===== config.mk =====
export PLATFORM = sky130hd
export DESIGN_NAME = positional_list_store_unit_flat
export DESIGN_NICKNAME = d
export VERILOG_FILES = /design/src/hw/rtl/plst_pkg.sv /design/src/hw/rtl/plst_in_if.sv /design/src/hw/rtl/plst_out_if.sv /design/src/hw/rtl/positional_list_store_unit.sv /design/src/flat_wrapper.sv
export SDC_FILE = /design/constraint.sdc
export NUM_CORES = 2
export LEC_CHECK = 0
export ABC_AREA = 1
export ABC_CLOCK_PERIOD_IN_PS = 4700
export BUFFER_PORTS_ARGS = -buffer_cell sky130_fd_sc_hd__buf_4
export CAP_MARGIN = 20
export CORE_MARGIN = 4
export CORE_UTILIZATION = 50
export DETAILED_ROUTE_END_ITERATION = 10
export GPL_TIMING_DRIVEN = 1
export PLACE_DENSITY = 0.68
export SYNTH_ARGS = -nofsm -noshare
export SYNTH_HDL_FRONTEND = slang
export SYNTH_SLANG_ARGS = --single-unit

===== constraint.sdc =====
create_clock -name i_clk -period 4.7 [get_ports i_clk]
set_clock_uncertainty 0.15 [all_clocks]
set_input_delay 0.235 -clock i_clk [delete_from_list [all_inputs] [get_ports i_clk]]
set_output_delay 0.235 -clock i_clk [all_outputs]
set_load 0.005 [all_outputs]

===== src/hw/rtl/plst_pkg.sv =====
// ============================================================================
// plst_pkg - positional list store shared definitions
// field widths, action codes, sequencer states and default sizes
// ============================================================================
package plst_pkg;

    // payload field widths on the channels
    localparam int ACTION_W = 3;
    localparam int POS_W    = 7;
    localparam int ENTRY_W  = 32;
    localparam int COUNT_W  = 7;

    // default sizing
    localparam int CAPACITY_DEF   = 64;
    localparam int DATA_WIDTH_DEF = 32;

    typedef enum logic [ACTION_W-1:0] {
        ACT_INSERT = 3'd0,
        ACT_REMOVE = 3'd1,
        ACT_READ   = 3'd2,
        ACT_WRITE  = 3'd3,
        ACT_CLEAR  = 3'd4
    } t_action;

    typedef enum logic [2:0] {
        ST_IDLE,
        ST_SH_RD,
        ST_SH_WR,
        ST_WRITE,
        ST_READ,
        ST_DONE
    } t_state;

endpackage


===== src/hw/rtl/plst_in_if.sv =====
// ============================================================================
// plst_in_if - request channel of the positional list store
// valid/ready handshake carrying action, position and entry
// ============================================================================
interface plst_in_if
    import plst_pkg::*;
();
    logic                valid;
    logic                ready;
    logic [ACTION_W-1:0] action;
    logic [POS_W-1:0]    position;
    logic [ENTRY_W-1:0]  entry_in;

    modport source (output valid, action, position, entry_in, input ready);
    modport sink   (input valid, action, position, entry_in, output ready);
endinterface


===== src/hw/rtl/plst_out_if.sv =====
// ============================================================================
// plst_out_if - result channel of the positional list store
// valid/ready handshake carrying status, read entry and count
// ============================================================================
interface plst_out_if
    import plst_pkg::*;
();
    logic               valid;
    logic               ready;
    logic               ok;
    logic [ENTRY_W-1:0] entry_out;
    logic [COUNT_W-1:0] count;
    logic               empty_res;

    modport source (output valid, ok, entry_out, count, empty_res, input ready);
    modport sink   (input valid, ok, entry_out, count, empty_res, output ready);
endinterface


===== src/hw/rtl/positional_list_store_unit.sv =====
// ============================================================================
// positional_list_store_unit - ordered list with insert/remove by position
// one memory, one read and one write port, driven by a small sequencer
// ============================================================================
// usage
//   i_in carries one request item: action (insert, remove, read, write,
//   clear), a 1-based position and an entry. o_out returns one result item
//   per request: ok flag, the entry read (zero unless an accepted read),
//   the count after the action and an empty flag. a request is taken only
//   while the sequencer is idle; i_in.ready is low for an item's whole work
// sequence
//   clear, rejected items: done state, then the result is registered.
//   read: read, done. write: write, done. insert: a shift read and write
//   per moved entry, then write, done. remove: the same moves, then done.
//   entries moved: count - position + 1 for insert, count - position for
//   remove; each move is one memory read and one write through the single
//   port pair. the next request is taken the cycle after the result is loaded
// reset
//   synchronous, active low; state, count and output valid clear, i_in.ready
//   is low meanwhile. the entry memory is not cleared
// stalls
//   a result waits in the output register while o_out.ready is low; the
//   next item may be taken meanwhile and its result waits in the done state
// ============================================================================
module positional_list_store_unit
    import plst_pkg::*;
#(
    parameter int CAPACITY   = CAPACITY_DEF,
    parameter int DATA_WIDTH = DATA_WIDTH_DEF
) (
    input  logic        i_clk,
    input  logic        i_rst_n,
    plst_in_if.sink     i_in,
    plst_out_if.source  o_out
);

    // storage width: upper entry bits beyond the port are always zero
    localparam int SW = (DATA_WIDTH < ENTRY_W) ? DATA_WIDTH : ENTRY_W;
    // address and count widths follow the capacity
    localparam int AW = (CAPACITY > 1) ? $clog2(CAPACITY) : 1;
    localparam int CW = $clog2(CAPACITY + 1);
    // compare width wide enough for both position and count plus one
    localparam int XW = ((CW > POS_W) ? CW : POS_W) + 1;

    // entry memory, no reset
    logic [SW-1:0] mem [CAPACITY];

    // control state
    t_state          r_state, n_state;
    logic [CW-1:0]   r_count, n_count;
    logic [AW-1:0]   r_idx,   n_idx;
    logic            r_ok,    n_ok;

    // latched request
    logic [ACTION_W-1:0] r_act;
    logic [AW-1:0]       r_addr;
    logic [SW-1:0]       r_val;

    // memory read data
    logic [SW-1:0] r_rdata;

    // output register
    logic               r_out_valid;
    logic               r_out_ok;
    logic [ENTRY_W-1:0] r_out_entry;
    logic [COUNT_W-1:0] r_out_count;
    logic               r_out_empty;

    // sequencer outputs
    logic          in_ready;
    logic          accept;
    logic          out_load;
    logic          mem_we;
    logic          mem_re;
    logic [AW-1:0] mem_waddr;
    logic [AW-1:0] mem_raddr;
    logic [SW-1:0] mem_wdata;

    // request decode
    logic [XW-1:0] pos_x;
    logic [XW-1:0] cnt_x;
    logic          pos_nz;
    logic          in_list;
    logic          ins_ok;
    logic [AW-1:0] addr_in;

    assign accept  = i_in.valid && in_ready;
    assign pos_x   = XW'(i_in.position);
    assign cnt_x   = XW'(r_count);
    assign pos_nz  = (pos_x != '0);
    assign in_list = pos_nz && (pos_x <= cnt_x);
    // insert before 1..count+1, and only while there is room
    assign ins_ok  = pos_nz && (pos_x <= cnt_x + XW'(1)) && (cnt_x < XW'(CAPACITY));
    // zero-based slot; only used when the position is valid
    assign addr_in = AW'(pos_x - XW'(1));

    // ------------------------------------------------------------------------
    // next state
    // ------------------------------------------------------------------------
    always_comb begin
        n_state = r_state;
        n_count = r_count;
        n_idx   = r_idx;
        n_ok    = r_ok;
        unique case (r_state)
            ST_IDLE: begin
                if (accept) begin
                    case (i_in.action)
                        ACT_INSERT: begin
                            n_ok = ins_ok;
                            if (!ins_ok) begin
                                n_state = ST_DONE;
                            end else if (in_list) begin
                                // entries from position onwards move up, top first
                                n_idx   = AW'(r_count);
                                n_state = ST_SH_RD;
                            end else begin
                                // append at the end, nothing to move
                                n_state = ST_WRITE;
                            end
                        end
                        ACT_REMOVE: begin
                            n_ok = in_list;
                            if (in_list && (pos_x < cnt_x)) begin
                                // entries above the gap move down, bottom first
                                n_idx   = addr_in;
                                n_state = ST_SH_RD;
                            end else begin
                                n_state = ST_DONE;
                            end
                        end
                        ACT_READ: begin
                            n_ok    = in_list;
                            n_state = in_list ? ST_READ : ST_DONE;
                        end
                        ACT_WRITE: begin
                            n_ok    = in_list;
                            n_state = in_list ? ST_WRITE : ST_DONE;
                        end
                        ACT_CLEAR: begin
                            n_ok    = 1'b1;
                            n_state = ST_DONE;
                        end
                        default: begin
                            // unused action codes are rejected
                            n_ok    = 1'b0;
                            n_state = ST_DONE;
                        end
                    endcase
                end
            end
            ST_SH_RD: begin
                n_state = ST_SH_WR;
            end
            ST_SH_WR: begin
                if (r_act == ACT_INSERT) begin
                    n_idx = AW'(r_idx - 1'b1);
                    // last move fills the slot just above the insert point
                    n_state = (AW'(r_idx - 1'b1) == r_addr) ? ST_WRITE : ST_SH_RD;
                end else begin
                    n_idx = AW'(r_idx + 1'b1);
                    n_state = ((CW + 1)'(r_idx) + (CW + 1)'(2) >= (CW + 1)'(r_count))
                              ? ST_DONE : ST_SH_RD;
                end
            end
            ST_WRITE: begin
                n_state = ST_DONE;
            end
            ST_READ: begin
                n_state = ST_DONE;
            end
            ST_DONE: begin
                if (out_load) begin
                    n_state = ST_IDLE;
                end
            end
            default: begin
                n_state = ST_IDLE;
            end
        endcase

        // count update on the way out of the done state, once per item
        if (r_state == ST_DONE && out_load && r_ok) begin
            case (r_act)
                ACT_INSERT: n_count = CW'(r_count + 1'b1);
                ACT_REMOVE: n_count = CW'(r_count - 1'b1);
                ACT_CLEAR:  n_count = '0;
                default:    n_count = r_count;
            endcase
        end
    end

    // ------------------------------------------------------------------------
    // sequencer outputs
    // ------------------------------------------------------------------------
    always_comb begin
        in_ready  = 1'b0;
        out_load  = 1'b0;
        mem_we    = 1'b0;
        mem_re    = 1'b0;
        mem_waddr = r_addr;
        mem_raddr = r_addr;
        mem_wdata = r_val;
        unique case (r_state)
            ST_IDLE: begin
                // nothing is taken while reset is held
                in_ready = i_rst_n;
            end
            ST_SH_RD: begin
                mem_re    = 1'b1;
                mem_raddr = (r_act == ACT_INSERT) ? AW'(r_idx - 1'b1)
                                                  : AW'(r_idx + 1'b1);
            end
            ST_SH_WR: begin
                mem_we    = 1'b1;
                mem_waddr = r_idx;
                mem_wdata = r_rdata;
            end
            ST_WRITE: begin
                mem_we = 1'b1;
            end
            ST_READ: begin
                mem_re = 1'b1;
            end
            ST_DONE: begin
                out_load = !r_out_valid || o_out.ready;
            end
            default: begin
                in_ready = 1'b0;
            end
        endcase
    end

    // ------------------------------------------------------------------------
    // entry memory
    // ------------------------------------------------------------------------
    always_ff @(posedge i_clk) begin
        if (mem_we) begin
            mem[mem_waddr] <= mem_wdata;
        end
        if (mem_re) begin
            r_rdata <= mem[mem_raddr];
        end
    end

    // ------------------------------------------------------------------------
    // control registers
    // ------------------------------------------------------------------------
    always_ff @(posedge i_clk) begin
        if (!i_rst_n) begin
            r_state     <= ST_IDLE;
            r_count     <= '0;
            r_ok        <= 1'b0;
            r_out_valid <= 1'b0;
        end else begin
            r_state <= n_state;
            r_count <= n_count;
            r_ok    <= n_ok;
            if (out_load) begin
                r_out_valid <= 1'b1;
            end else if (o_out.ready) begin
                r_out_valid <= 1'b0;
            end
        end
    end

    // request and result payload
    always_ff @(posedge i_clk) begin
        r_idx <= n_idx;
        if (accept) begin
            r_act  <= i_in.action;
            r_addr <= addr_in;
            r_val  <= i_in.entry_in[SW-1:0];
        end
        if (out_load) begin
            r_out_ok    <= r_ok;
            r_out_entry <= (r_ok && r_act == ACT_READ) ? ENTRY_W'(r_rdata) : '0;
            r_out_count <= COUNT_W'(n_count);
            r_out_empty <= (n_count == '0);
        end
    end

    assign i_in.ready      = in_ready;
    assign o_out.valid     = r_out_valid;
    assign o_out.ok        = r_out_ok;
    assign o_out.entry_out = r_out_entry;
    assign o_out.count     = r_out_count;
    assign o_out.empty_res = r_out_empty;

    // ------------------------------------------------------------------------
    // assertions
    // ------------------------------------------------------------------------
    a_count_in_range: assert property (@(posedge i_clk) disable iff (!i_rst_n)
        (CW + 1)'(r_count) <= (CW + 1)'(CAPACITY))
        else $error("entry count above capacity");

    a_write_in_list: assert property (@(posedge i_clk) disable iff (!i_rst_n)
        mem_we |-> (CW'(mem_waddr) <= r_count))
        else $error("memory write beyond the end of the list");

    a_busy_after_accept: assert property (@(posedge i_clk) disable iff (!i_rst_n)
        accept |=> (r_state != ST_IDLE) && !i_in.ready)
        else $error("request taken while an item is still in work");

    a_clear_empties: assert property (@(posedge i_clk) disable iff (!i_rst_n)
        (out_load && r_ok && r_act == ACT_CLEAR) |=> (r_count == '0) && r_out_empty)
        else $error("clear left entries in the list");

    a_result_held: assert property (@(posedge i_clk) disable iff (!i_rst_n)
        (r_out_valid && !o_out.ready) |=> r_out_valid && $stable(r_out_count))
        else $error("pending result lost while stalled");

endmodule


===== src/flat_wrapper.sv =====
// flat-port wrapper written by rule: the top's interface ports become plain ports
module positional_list_store_unit_flat import plst_pkg::*;
#(
    parameter int CAPACITY   = CAPACITY_DEF,
    parameter int DATA_WIDTH = DATA_WIDTH_DEF
)
  (i_clk, i_rst_n, i_in_valid, i_in_action, i_in_position, i_in_entry_in, i_in_ready, o_out_valid, o_out_ok, o_out_entry_out, o_out_count, o_out_empty_res, o_out_ready);
  plst_in_if i_in_i ();
  plst_out_if o_out_i ();
  input  logic i_clk;
  input  logic i_rst_n;
  input wire logic [$bits(i_in_i.valid)-1:0] i_in_valid;
  input wire logic [$bits(i_in_i.action)-1:0] i_in_action;
  input wire logic [$bits(i_in_i.position)-1:0] i_in_position;
  input wire logic [$bits(i_in_i.entry_in)-1:0] i_in_entry_in;
  output wire logic [$bits(i_in_i.ready)-1:0] i_in_ready;
  output wire logic [$bits(o_out_i.valid)-1:0] o_out_valid;
  output wire logic [$bits(o_out_i.ok)-1:0] o_out_ok;
  output wire logic [$bits(o_out_i.entry_out)-1:0] o_out_entry_out;
  output wire logic [$bits(o_out_i.count)-1:0] o_out_count;
  output wire logic [$bits(o_out_i.empty_res)-1:0] o_out_empty_res;
  input wire logic [$bits(o_out_i.ready)-1:0] o_out_ready;
  assign i_in_i.valid = i_in_valid;
  assign i_in_i.action = i_in_action;
  assign i_in_i.position = i_in_position;
  assign i_in_i.entry_in = i_in_entry_in;
  assign i_in_ready = i_in_i.ready;
  assign o_out_valid = o_out_i.valid;
  assign o_out_ok = o_out_i.ok;
  assign o_out_entry_out = o_out_i.entry_out;
  assign o_out_count = o_out_i.count;
  assign o_out_empty_res = o_out_i.empty_res;
  assign o_out_i.ready = o_out_ready;
  positional_list_store_unit #(.CAPACITY(CAPACITY), .DATA_WIDTH(DATA_WIDTH)) u_core (.i_clk(i_clk), .i_rst_n(i_rst_n), .i_in(i_in_i), .o_out(o_out_i));
endmodule

==> run metrics <==
run status completed; FF-to-FF End u_core.mem[6][26]$_DFFE_PP_; ys async rst share 0%; HPWL Detailed 158000 µm; startpoint types flip-flop; Seq pwr share 40.2%; P_sw 21400 µW; Worst path most repeated cell inv_1; unrepaired setup endpoints after global routing false; CP max stage delay 0.99 ns; Clock Latency Late Sink 0.86 ns; count of flip-flops with a built-in enable after synthesis 2168; Slew HR 21.4%; VDD IR max 0.000416 V; warning count from the yosys run 0; setup TNS 0 ns; GRT overflow 0; Die ar. 187000 µm²; Worst-Margin Slew 1.17 ns; Root Buffer clkbuf_16; Initial Util 50.4%; placed cell area 95200 µm²; r2r worst-path depth 7; GP Congestion 0.953; post-synthesis register bit count 2180; post-synth top area cell edfxtp_1; Clock Power Share 28.3%; CP bufs+invs 3; internal power 36800 µW; DR iter-0 viols 9190; Data required, critical path 5.03 ns; die width 433 µm; switch share 36.7%; Max Fclk 226 MHz; Comb pwr share 31.5%; syn avg cell area 11.7 µm²; H-tree depth 4; Core Region 179000 µm²; Final #Nets 7949; clock-pin slew on the worst setup and hold paths 0.06 ns; Mapped Cells 7675; Setup CP Type flip-flop to flip-flop; CP Capture Point u_core.mem[6][26]$_DFFE_PP_; final instance area 103000 µm²; I/O pins 89; clock sinks 2180; Layout fillers 14.1k; CP Capture Type flip-flop; WL/cell 26.3 µm; sequential share of the synthesized area 72.5%; largest net degree at the start of global routing 132; GRT Total Usage 28.8%; crit path time final 4.42 ns; final core occ 57.4%; Post-Place Cells 9925; fraction of layout cells with a size suffix above 1 9.77%; setup repair bufs after CTS 0; Post-Syn Area 90200 µm²; CTS tree yes; cell area power density 567 nW/µm²; Layout Cells excl Fill 10.4k; via count 62.6k; fin crit share 94.0%; first-pass GRT wire length 396000 µm; clk buf depth 3; commonest non-fill, non-tap cell in the layout nand2_1; crit path DAT 4.75 ns; Slew Limit Fails 0; Layout area overhead 13.9%; Die H 433 µm; antenna violations before repair 11; Primary FF master, synth edfxtp_1; # setup viols final 0; Port Buf Inserts 88; Area contributors post-synth edfxtp_1 72%, nand3_1 10%, nand2_1 10%; Yosys cell types 38; Reg2Reg Setup Slack 0.28 ns; Final Hold Fails 0; final WL 273000 µm; cts bufs inserted 213; DRC Markers 0; vias in the first global route 59.4k; Mapped Nets 7756; CTS resizes 0; Pleak 0.0372 µW; Hold Path Class input pin to flip-flop; cell family with most CP delay simple AND/OR/NAND/NOR gates; CP Max Fanout 20; drt pass-1 iters 9; MaxCap Viol Count 0; CP max stage cell nand4_1; Pwr Total 58200 µW; CP Depth 7; post-route ant nets 0; most frequent cells in the layout 2444 x nand2_1, 2168 x edfxtp_1, 1888 x nand3_1; start point of the critical path u_core.r_state[0]$_SDFFE_PN0P_; Yosys top cell area share 72.2%; crit-path cells inv_1 > nand3_4 > inv_1 > o21ai_0 > nand4_1 > nor2_4 > buf_4; start of the worst register-to-register path u_core.r_state[0]$_SDFFE_PN0P_; Vias/cell 6.01; row count 155
## area by class of cell
type / count / area (µm²) / area share (%)
clock inverter: 126 / 981 / 0.955
timing repair buffer: 454 / 4510 / 4.40
clock buffer: 266 / 5680 / 5.53
multi-input combinational: 4753 / 22200 / 21.6
sequential: 2180 / 65300 / 63.6
tap: 2355 / 2950 / 2.87
inverter: 266 / 1000 / 0.977
antenna: 7 / 17.5 / 0.0171
## kinds of logic (layout without fill, tap and decap cells)
family	Yosys count	after routing	synth area share, %
flops	2180	2180	72.5
xor+xnor	26	26	0.253
compound gates	91	91	0.538
simple gates	4601	4601	22.3
buf+inv	742	1112	3.93
other cells	0	7	0
fa+ha+maj	35	35	0.494
## stage by stage
step / hold WS, ns / setup WS, ns
global route: 0.0236 / 0.258
detailed placement: 0.265 / 0.481
global placement: 0.264 / 0.535
floorplan: 0.184 / 0.140
CTS: 0.0107 / 0.463
finish: 0.0583 / 0.280
## cells in the mapped netlist (all sizes together), types with 12 or more instances
library cell  count
dfxtp            12
nor2            135
buf             428
clkbuf           48
edfxtp         2168
a21oi            20
nand3b           98
ha               34
nand4            13
nand2          2456
inv             266
xor2             17
nand3          1890
o21ai            58
## worst min-delay path by stage
stage | end | startpoint | depth (start not counted) | slack, ns
2_1_floorplan | u_core.r_act[0]$_DFFE_PP_ | i_in_action[0] | 0 | 0.18
3_3_place_gp | u_core.r_val[12]$_DFFE_PP_ | i_in_entry_in[12] | 1 | 0.26
3_5_place_dp | u_core.r_val[30]$_DFFE_PP_ | i_in_entry_in[30] | 1 | 0.26
4_1_cts | u_core.r_act[0]$_DFFE_PP_ | i_in_action[0] | 2 | 0.01
5_1_grt | u_core.r_act[2]$_DFFE_PP_ | i_in_action[2] | 2 | 0.02
6_report | u_core.r_act[0]$_DFFE_PP_ | i_in_action[0] | 2 | 0.06
## registers in the layout, indices dropped and copies added (netlist names)
name                    cells
u_core.mem               2048
u_core.o_out.entry_out     32
u_core.r_rdata             32
u_core.r_val               32
u_core.o_out.count          7
u_core.r_count              7
u_core.r_addr               6
u_core.r_idx                6
u_core.r_act                3
u_core.r_state              3
u_core.o_out.empty_res      1
u_core.o_out.ok             1
u_core.o_out.valid          1
u_core.r_ok                 1
## power groups by stage
stage          Sequential (µW)  Combinational [µW]  Clock [µW]
2_1_floorplan            23900               10200           0
3_3_place_gp             23800               17400           0
3_5_place_dp             23800               17700           0
4_1_cts                  23400               17800       16600
5_1_grt                  23400               19400       17400
6_report                 23400               18300       16500
## timing repair
action | in CTS | in global routing
setup endpoints to repair | 0 | 0
hold endpoints to repair | 85 | 0
hold buffers | 80 | 0
## per-layer routing
| layer | vias up | global-route usage (%) | routed length, µm |
|---|---|---|---|
| met5 | - | 0 | 14 |
| met1 | 30600 | 39.2 | 103000 |
| met2 | 4025 | 44.2 | 124000 |
| li1 | 27300 | - | - |
| met4 | 2 | 12.8 | 12400 |
| met3 | 672 | 6.88 | 33000 |
(Power assumes the default switching activity.)
